File: src/rtl/cpr_pkg.sv
// ============================================================================
// cpr_pkg: shared constants and types for the clock page replacement block
// Field widths, parameter defaults and the controller state encoding.
// ============================================================================
`default_nettype none

package cpr_pkg;

    // Parameter defaults
    localparam int CPR_MAX_FRAMES = 16;
    localparam int CPR_PAGE_BITS  = 16;

    // Fixed field widths of the ports
    localparam int PAGE_FIELD_W  = 16;
    localparam int SLOT_FIELD_W  = 4;
    localparam int CFG_W         = 5;
    localparam int FAULT_W       = 32;

    // Reset value of the frame count register
    localparam logic [CFG_W-1:0] CFG_FRAMES_RESET = 5'd16;

    // Controller states
    typedef enum logic [1:0] {
        S_IDLE,
        S_SCAN,
        S_SWEEP,
        S_EVICT
    } t_state;

endpackage : cpr_pkg

`default_nettype wire

File: src/rtl/cpr_page_mem.sv
// ============================================================================
// cpr_page_mem: resident page store
// One write port, one read port, registered read data.
// ============================================================================
`default_nettype none

module cpr_page_mem
    import cpr_pkg::*;
#(
    parameter int DEPTH = CPR_MAX_FRAMES,
    parameter int WIDTH = CPR_PAGE_BITS,
    localparam int AW   = (DEPTH > 1) ? $clog2(DEPTH) : 1
) (
    input  wire logic             i_clk,
    input  wire logic             i_we,
    input  wire logic [AW-1:0]    i_waddr,
    input  wire logic [WIDTH-1:0] i_wdata,
    input  wire logic             i_re,
    input  wire logic [AW-1:0]    i_raddr,
    output logic      [WIDTH-1:0] o_rdata
);

    logic [WIDTH-1:0] r_mem [DEPTH];

    always_ff @(posedge i_clk) begin
        if (i_we) begin
            r_mem[i_waddr] <= i_wdata;
        end
    end

    always_ff @(posedge i_clk) begin
        if (i_re) begin
            o_rdata <= r_mem[i_raddr];
        end
    end

endmodule : cpr_page_mem

`default_nettype wire

File: src/rtl/clock_page_replacement.sv
// ============================================================================
// clock_page_replacement: clock (second chance) page replacement engine
// Page numbers live in a one-port-read memory that is scanned per request;
// valid and use bits are flops, so reset and a start with i_start_req clear them at once.
// ============================================================================
//
//  channel   | handshake            | payload
//  ----------+----------------------+------------------------------------------
//  request   | start / busy         | i_page, i_start_req
//  result    | o_valid (1 cycle)    | o_hit, o_frame_slot, o_evicted_valid,
//            |                      | o_evicted_page, o_fault_total
//  config    | i_cfg_we             | i_cfg_data (frames in use)
//
//  With n active frames, a hit in frame k ends the scan at that frame; a miss
//  scans all n frames, then sweeps, clearing set use bits until the hand
//  finds a clear one, then evicts that frame and raises o_valid.
//  The scan is bound by the single read port of the page memory, which is
//  read once per frame in index order.
//  Reset: synchronous, active low; clears valid/use bits, hand, fault count
//  and the frame count register (16). No memory clearing pass is needed.
//  busy is high from the accept edge until the result strobe; the result
//  cannot be stalled, and a new request may be taken in the strobe cycle.
// ============================================================================
`default_nettype none

module clock_page_replacement
    import cpr_pkg::*;
#(
    parameter int MAX_FRAMES = CPR_MAX_FRAMES,
    parameter int PAGE_BITS  = CPR_PAGE_BITS
) (
    input  wire logic                    i_clk,
    input  wire logic                    i_rst_n,
    // request
    input  wire logic                    start,
    output logic                         busy,
    input  wire logic [PAGE_FIELD_W-1:0] i_page,
    input  wire logic                    i_start_req,
    // configuration
    input  wire logic                    i_cfg_we,
    input  wire logic [CFG_W-1:0]        i_cfg_data,
    // result
    output logic                         o_valid,
    output logic                         o_hit,
    output logic [SLOT_FIELD_W-1:0]      o_frame_slot,
    output logic                         o_evicted_valid,
    output logic [PAGE_FIELD_W-1:0]      o_evicted_page,
    output logic [FAULT_W-1:0]           o_fault_total
);

    // Index width, count width (holds MAX_FRAMES), compare width vs config
    localparam int IW = (MAX_FRAMES > 1) ? $clog2(MAX_FRAMES) : 1;
    localparam int NW = IW + 1;
    localparam int WW = (NW > CFG_W) ? NW : CFG_W;

    t_state r_state, n_state;

    logic [CFG_W-1:0]     r_frames;
    logic [PAGE_BITS-1:0] r_page;
    logic [MAX_FRAMES-1:0] r_valid;
    logic [MAX_FRAMES-1:0] r_use;
    logic [IW-1:0]        r_hand;
    logic [FAULT_W-1:0]   r_fault;
    logic [NW-1:0]        r_idx;      // next frame to read during scan
    logic                 r_cmp_vld;  // read data of r_cmp_idx is on rd_data
    logic [IW-1:0]        r_cmp_idx;

    logic                    r_out_vld;
    logic                    r_out_hit;
    logic [SLOT_FIELD_W-1:0] r_out_slot;
    logic                    r_out_ev_vld;
    logic [PAGE_FIELD_W-1:0] r_out_ev_page;

    // Active frame count: 0 acts as 1, above MAX_FRAMES clamps
    logic [WW-1:0] cfg_w;
    logic [WW-1:0] n_w;
    logic [NW-1:0] act_n;

    always_comb begin
        cfg_w = WW'(r_frames);
        if (cfg_w == '0) begin
            n_w = WW'(1);
        end else if (cfg_w > WW'(MAX_FRAMES)) begin
            n_w = WW'(MAX_FRAMES);
        end else begin
            n_w = cfg_w;
        end
    end
    assign act_n = NW'(n_w);

    // Page memory
    logic                 mem_re;
    logic [IW-1:0]        mem_raddr;
    logic                 mem_we;
    logic [PAGE_BITS-1:0] rd_data;

    cpr_page_mem #(
        .DEPTH (MAX_FRAMES),
        .WIDTH (PAGE_BITS)
    ) u_mem (
        .i_clk   (i_clk),
        .i_we    (mem_we),
        .i_waddr (r_hand),
        .i_wdata (r_page),
        .i_re    (mem_re),
        .i_raddr (mem_raddr),
        .o_rdata (rd_data)
    );

    // Scan status
    logic          accept;
    logic          hit_now;
    logic          scan_done;
    logic          idx_live;
    logic [NW-1:0] hand_inc;
    logic [IW-1:0] hand_next;

    assign accept    = start && !busy;
    assign idx_live  = (r_idx < act_n);
    assign hit_now   = r_cmp_vld && r_valid[r_cmp_idx] && (rd_data == r_page);
    assign scan_done = !idx_live && !r_cmp_vld;
    assign hand_inc  = NW'({1'b0, r_hand}) + NW'(1);
    assign hand_next = (hand_inc >= act_n) ? '0 : IW'(hand_inc);

    // Next state
    always_comb begin
        n_state = r_state;
        unique case (r_state)
            S_IDLE: begin
                if (accept) n_state = S_SCAN;
            end
            S_SCAN: begin
                if (hit_now) begin
                    n_state = S_IDLE;
                end else if (scan_done) begin
                    n_state = S_SWEEP;
                end
            end
            S_SWEEP: begin
                if (!r_use[r_hand]) n_state = S_EVICT;
            end
            S_EVICT: begin
                n_state = S_IDLE;
            end
            default: n_state = S_IDLE;
        endcase
    end

    // State outputs
    always_comb begin
        busy      = 1'b1;
        mem_re    = 1'b0;
        mem_raddr = r_hand;
        mem_we    = 1'b0;
        unique case (r_state)
            S_IDLE: begin
                busy = 1'b0;
            end
            S_SCAN: begin
                mem_re    = idx_live;
                mem_raddr = IW'(r_idx);
            end
            S_SWEEP: begin
                // fetch the victim's page for the eviction report
                mem_re = !r_use[r_hand];
            end
            S_EVICT: begin
                mem_we = 1'b1;
            end
            default: busy = 1'b1;
        endcase
    end

    // Control state
    always_ff @(posedge i_clk) begin
        if (!i_rst_n) begin
            r_state   <= S_IDLE;
            r_frames  <= CFG_FRAMES_RESET;
            r_valid   <= '0;
            r_use     <= '0;
            r_hand    <= '0;
            r_fault   <= '0;
            r_cmp_vld <= 1'b0;
            r_out_vld <= 1'b0;
        end else begin
            r_state   <= n_state;
            // strobe on a scan hit or at the end of an eviction
            r_out_vld <= ((r_state == S_SCAN) && hit_now) || (r_state == S_EVICT);
            if (i_cfg_we) begin
                r_frames <= i_cfg_data;
            end
            unique case (r_state)
                S_IDLE: begin
                    r_cmp_vld <= 1'b0;
                    if (accept) begin
                        if (i_start_req) begin
                            r_valid <= '0;
                            r_use   <= '0;
                            r_fault <= '0;
                            r_hand  <= '0;
                        end else if (NW'({1'b0, r_hand}) >= act_n) begin
                            // frame count shrank under the hand
                            r_hand <= '0;
                        end
                    end
                end
                S_SCAN: begin
                    r_cmp_vld <= idx_live;
                    if (hit_now) begin
                        r_use[r_cmp_idx] <= 1'b1;
                    end
                end
                S_SWEEP: begin
                    if (r_use[r_hand]) begin
                        r_use[r_hand] <= 1'b0;
                        r_hand        <= hand_next;
                    end
                end
                S_EVICT: begin
                    r_valid[r_hand] <= 1'b1;
                    r_use[r_hand]   <= 1'b1;
                    r_hand          <= hand_next;
                    if (r_fault != '1) begin
                        r_fault <= r_fault + FAULT_W'(1);
                    end
                end
                default: r_cmp_vld <= 1'b0;
            endcase
        end
    end

    // Datapath (no reset)
    always_ff @(posedge i_clk) begin
        if (accept) begin
            r_page <= PAGE_BITS'(i_page);
            r_idx  <= '0;
        end else if (r_state == S_SCAN && idx_live) begin
            r_idx     <= r_idx + NW'(1);
            r_cmp_idx <= IW'(r_idx);
        end
        if (r_state == S_SCAN && hit_now) begin
            r_out_hit     <= 1'b1;
            r_out_slot    <= SLOT_FIELD_W'(r_cmp_idx);
            r_out_ev_vld  <= 1'b0;
            r_out_ev_page <= '0;
        end else if (r_state == S_EVICT) begin
            r_out_hit     <= 1'b0;
            r_out_slot    <= SLOT_FIELD_W'(r_hand);
            r_out_ev_vld  <= r_valid[r_hand];
            r_out_ev_page <= r_valid[r_hand] ? PAGE_FIELD_W'(rd_data) : '0;
        end
    end

    assign o_valid         = r_out_vld;
    assign o_hit           = r_out_hit;
    assign o_frame_slot    = r_out_slot;
    assign o_evicted_valid = r_out_ev_vld;
    assign o_evicted_page  = r_out_ev_page;
    assign o_fault_total   = r_fault;

    // ------------------------------------------------------------------------
    // Assertions
    // ------------------------------------------------------------------------
    a_strobe_single: assert property (@(posedge i_clk) disable iff (!i_rst_n)
        o_valid |=> !o_valid)
        else $error("result strobe held longer than one cycle");

    a_accept_busy: assert property (@(posedge i_clk) disable iff (!i_rst_n)
        (start && !busy) |=> busy)
        else $error("busy not raised after request accept");

    a_miss_counts: assert property (@(posedge i_clk) disable iff (!i_rst_n)
        (o_valid && !o_hit) |-> (o_fault_total != '0))
        else $error("fault reported with zero fault count");

    a_hit_no_evict: assert property (@(posedge i_clk) disable iff (!i_rst_n)
        (o_valid && o_hit) |-> (!o_evicted_valid && (o_evicted_page == '0)))
        else $error("hit reported an eviction");

    a_evict_writes: assert property (@(posedge i_clk) disable iff (!i_rst_n)
        (r_state == S_EVICT) |=> (o_valid && r_valid[$past(r_hand)]))
        else $error("evict cycle did not fill the victim frame");

endmodule : clock_page_replacement

`default_nettype wire
File: config.mk
export PLATFORM = sky130hd
export DESIGN_NAME = clock_page_replacement
export DESIGN_NICKNAME = d
export VERILOG_FILES = /design/src/rtl/cpr_pkg.sv /design/src/rtl/cpr_page_mem.sv /design/src/rtl/clock_page_replacement.sv
export SDC_FILE = /design/constraint.sdc
export NUM_CORES = 1
export LEC_CHECK = 0
export BUFFER_PORTS_ARGS = -buffer_cell sky130_fd_sc_hd__buf_2
export CAP_MARGIN = 20
export CORE_UTILIZATION = 56
export CTS_CLUSTER_SIZE = 8
export DETAILED_ROUTE_END_ITERATION = 8
export GPL_TIMING_DRIVEN = 0
export PLACE_DENSITY = 0.74
export SYNTH_ARGS = -nofsm -noshare
export SYNTH_HDL_FRONTEND = slang
export SYNTH_SLANG_ARGS = --single-unit
File: constraint.sdc
create_clock -name i_clk -period 3.9 [get_ports i_clk]
set_clock_uncertainty 0.15 [all_clocks]
set_input_delay 1.17 -clock i_clk [delete_from_list [all_inputs] [get_ports i_clk]]
set_output_delay 1.17 -clock i_clk [all_outputs]
set_load 0.05 [all_outputs]
# Word level (Yosys, flattened, before mapping)
# Memory sizes are Yosys's and may differ from the RTL's. A register that Yosys moved wholly into a read port is not among the register bits.
# Index checks and enable logic that the tools add are counted.
# word_totals
ff_bits	124
ram_bits	256
out_inout_bits	56
wordCells	113
mem_count	1
# memory_table
name	depth	width	read_ports	rd_clocked_by_memory_dff	write_ports	line_no	text
u_mem.r_mem	16	16	1	1	1	cpr_page_mem.sv:23	logic [WIDTH-1:0] r_mem [DEPTH];
# op_classes
addsub	3
order_cmp	8
eq_ne	13
muxes	43
bitwise_logic	6
reduce_logical	24
# op_table
op	n
$mux W32	3
$mux W16	5
$pmux W16 S4	1
$pmux W32 S2	1
$or A16 B16 Y16	3
$add A32 B1 Y32 const B	1
$mux W4	8
$ne A32 B32 Y1 const B	1
$pmux W16 S2	1
$and A16 B16 Y16	1
$eq A16 B16 Y1	1
$not A16 Y16	1
$bmux W1 S4	3
$ne A2 B2 Y1 const B	6
$pmux W4 S3	1
$reduce_and A4 Y1	3
$lt A4 B5 Y1 const B	2
$mux W5	2
$mux W1	9
$demux W1 S4	2
$ge A4 B1 Y1 const B	2
$logic_and A1 B1 Y1	8
$mux W2	4
$pmux W2 S4	1
20 further kinds	27

# Longest topological paths before layout
# depth
ltp_word	9
depth_mapped	10
mapped_depth_nobuf	10

# Cells and area by module
# A second synthesis with hierarchy kept.
# unflattened
cells_unflattened	1172
area_unflattened_um2	16826.1
# modules_own_cells
mod	instances	cells_per_inst	area_each_um2
cpr_page_mem	1	432	10203.5
clock_page_replacement	1	740	6622.6

# Least setup slack after synthesis
# OpenSTA, ideal clock, no wires.
# synth_timing
path_kind	flip-flop to flip-flop
start	register r_frames[4] (netlist: cfg_w[4])
end	register u_mem.o_rdata[0], read port of u_mem.r_mem, enable pin
setup_ns	0.414
t_arrival_ns	2.924
required_ns	3.336
setup_slack_ns	0.412
stages_incl_launch_ff	8
synth_period_minus_slack_ns	3.488
cell_sequence	dfxtp_1 inv_1 nand2_1 ha_1 o2111a_1 a211oi_1 nand2_1 a21boi_0
# synth_via
elab_chain_len	5
elab_cells_between_ends	6
cone_classes	2 x order compare; 3 x mux; 1 x reduce/logical
# synth_lines
element	line_no	text
start, declared	clock_page_replacement.sv:58	logic [CFG_W-1:0] r_frames;
start signal, assigned	clock_page_replacement.sv:190	r_frames <= i_cfg_data;
$gt A5 B5 Y1	clock_page_replacement.sv:83	end else if (cfg_w > WW'(MAX_FRAMES)) begin
$mux W5	clock_page_replacement.sv:83	
$mux W5 (*)	clock_page_replacement.sv:81	if (cfg_w == '0) begin
$lt A5 B5 Y1 (*)	clock_page_replacement.sv:119	assign idx_live = (r_idx < act_n);
$pmux W1 S2 (*)	clock_page_replacement.sv:155	unique case (r_state)
via mem_re	clock_page_replacement.sv:92	logic mem_re;
end, declared	cpr_page_mem.sv:20	output logic [WIDTH-1:0] o_rdata
# Mark *: on every way through the listed nets, which the timed path passes. The rest lies on a longest branch.
# A chain may end at the register's enable or synchronous reset.

==> impl_metrics.ini <==
[grt]
grt-ovfl-total = 0
antenna_found_initial = 0
grt_pass1_vias = 10700
grt_max_degree = 20
grtUsageTotal = 0.268
grt_pass1_wl_mm = 62.0

[worst_setup_path]
cp_slowest_cell = mux2i_2
cp_cell_sequence = inv_1, ha_1, buf_2, mux2i_2, clkbuf_1, mux4_2, a211oi_1, a31oi_1
crit_path_end_kind = register
cp.arrival_ps = 3840
ff2ff_setup_slack_ps = 190
critPathKind = register to register
r2r_cells = 8
max_stage_delay_ps = 690
critPathRequiredTime_ps = 4030
start_kind = register
crit_fanout = 10
reg2reg_to = u_mem.o_rdata[9]$_DFFE_PP_

[placed_design]
io_buffer_count = 79
dp_hpwl_mm = 26.6
gp_congestion = 0.911
placed_area_sq_um = 17800
pre_cts_ws_ps = 249
placed_cells = 1619

[logic_synthesis]
synth_seq_area_share = 0.646
ys_async_sr_fraction = 0
synthesis.instances = 1147
synth_edf_count = 296
synth_area_sq_um = 16900
synth_cell_types = 68
synth_flop_cell = edfxtp_1
synth_top_area_frac = 0.527
yosysMostFrequentCell = edfxtp_1
syn_nets = 1198
synth_area_leader_cell = edfxtp_1
ys_top_cells_by_area = edfxtp_1, dfxtp_1, mux4_2
ys_seq_elements = 396
synthTopCellsByCount = edfxtp_1, dfxtp_1, nand2_1, mux4_2, nor2_1
yosysWarnings = 0
avgSynthCellArea_sq_um = 14.7

[routing]
routed_wl_mm = 40.7
drc_errors = 0
num_vias = 10700
first_pass_iters = 5
ant_nets = 0
viasPerCell = 6.24
wire_per_inst_um = 23.7
drt_iter0_drc = 1084

[clock_tree]
insertion_delay_ps = 570
cts_root_buffer = clkbuf_16
cts_buffers = 55
ctsResizeCount = 0
cts_tree = done
htree_levels = 2
path_clk_slew_ps = 50
cts-root-to-sink-buffers = 3
cts_setup_buffers = 0
numClockSinks = 396
cts_hold_buf = 0

[sta]
tightestPinTransition_ps = 1100
rsz0062_at_grt = false
setup_viol_count_final = 0
hold_viol_final = 0
setup_ws_ps = 188
drv_slew = 0
hold_slack_ps = 299
setup_tns_ps = 0
fmax_mhz = 269
slew_headroom = 0.264
fin_crit_ps = 3710
final.period_utilization = 0.952

[worst_hold_path]
hold_path_depth = 1
hold_path_startpoint = o_evicted_valid$_SDFFE_PP0P_
min_to = o_evicted_valid$_SDFFE_PP0P_
hp-class = register to register

[finish]
utilization = 0.657
multi_input_area_sq_um = 5580
drive_gt1_frac = 0.203
area_growth_pct = 15.5
fillers = 2113
nNetsFinal = 1339
regArea_sq_um = 10900
stdcell_area_sq_um = 19500
num_antenna_cells = 0
fin_cells = 1721

[status]
status = finished, final reports clean

[floorplanning]
initial_core_util = 0.569
coreArea_sq_um = 29600
die_h_um = 176
die_w_um = 176
pin_count = 82
rows = 63
die-area_sq_um = 30800

[run]
maxCapViolations = 0

[power]
p_sw_mw = 2.71
pwr-share-seq = 0.467
clock_power_share = 0.417
power_mw = 10.6
power_leakage_nw = 6.74
p_per_area_nw_per_um2 = 546
switching_share = 0.255
p_int_mw = 7.92
power.share.combinational = 0.116
peakVddDrop_mv = 0.441
==> cell type report <==
cell class | instances | share of cell area
multi-input combinational | 659 | 0.287
buffer | 73 | 0.0172
sequential | 396 | 0.559
clock inverter | 2 | 0.00257
inverter | 19 | 0.00366
tap | 390 | 0.0250
timing repair buffer | 84 | 0.0249
clock buffer | 98 | 0.0811
==> how the worst max path moves through the flow <==
stage / from / slack [ps] / end / depth (start not counted)
2_1_floorplan: cfg_w[4]$_SDFFE_PN1P_ / 410 / u_mem.o_rdata[0]$_DFFE_PP_ / 7
3_3_place_gp: cfg_w[4]$_SDFFE_PN1P_ / -1050 / u_mem.o_rdata[11]$_DFFE_PP_ / 7
3_5_place_dp: register / 250 / u_mem.o_rdata[11]$_DFFE_PP_ / 8
4_1_cts: register / 280 / u_mem.o_rdata[9]$_DFFE_PP_ / 8
5_1_grt: cfg_w[4]$_SDFFE_PN1P_ / 140 / u_mem.o_rdata[9]$_DFFE_PP_ / 9
6_report: register / 190 / u_mem.o_rdata[9]$_DFFE_PP_ / 8
==> flip-flops by register name, summed over array words and instances, names as in the netlist, 4 cells and up, named ones only <==
signal / flops
o_frame_slot: 4
r_hand: 4
o_evicted_page: 16
r_valid: 16
cfg_w: 5
u_mem.o_rdata: 16
r_use: 16
r_cmp_idx: 4
o_fault_total: 32
r_idx: 5
u_mem.r_mem: 256
r_page: 16
==> power by group through the flow <==
| stage | registers, mW | clock network, mW | logic (mW) |
|---|---|---|---|
| after floorplan | 5.04 | 0 | 0.808 |
| after global placement | 5.04 | 0 | 1.19 |
| after detailed placement | 5.04 | 0 | 1.21 |
| after CTS | 4.96 | 4.48 | 1.22 |
| after global routing | 4.98 | 4.65 | 1.32 |
| final | 4.96 | 4.44 | 1.23 |
==> cells by family (layout without fill, tap and decap cells) <==
group	after synthesis	after routing	synth area share
xor gates and xnor gates	51	51	0.0265
DFF	396	396	0.646
adders and majority gates	25	25	0.0185
and+or+nand+nor	303	303	0.0887
buffers and inverters	92	276	0.0241
AOI/OAI and AO/OA	184	184	0.0809
muxes	96	96	0.116
==> worst max-delay path, delay by kind of cell, from the launching register on <==
| family | cells | cell delay (ps) |
|---|---|---|
| flops | 1 | 330 |
| compound gates | 2 | 600 |
| mux | 2 | 1100 |
| buf+inv | 3 | 1040 |
| fa+ha+maj | 1 | 190 |
==> metal layers <==
| layer | up-vias | global-route usage | routed length [um] |
|---|---|---|---|
| met5 | - | 0 | 0 |
| met2 | 524 | 0.447 | 20100 |
| li1 | 4752 | - | - |
| met1 | 5368 | 0.355 | 16300 |
| met4 | 0 | 0.0942 | 1230 |
| met3 | 88 | 0.0452 | 3100 |
==> cell usage in the layout, fill, tap and decap left out, types with 38 or more instances in the layout <==
cell	Yosys	layout
clkbuf_1	39	79
nor2_1	70	70
a31oi_1	40	40
nand3_1	38	38
clkbuf_16	0	57
dfxtp_1	100	100
buf_2	21	100
edfxtp_1	296	296
nand2_1	82	82
mux4_2	77	77
Note: power is estimated with default switching activity, not from simulation.
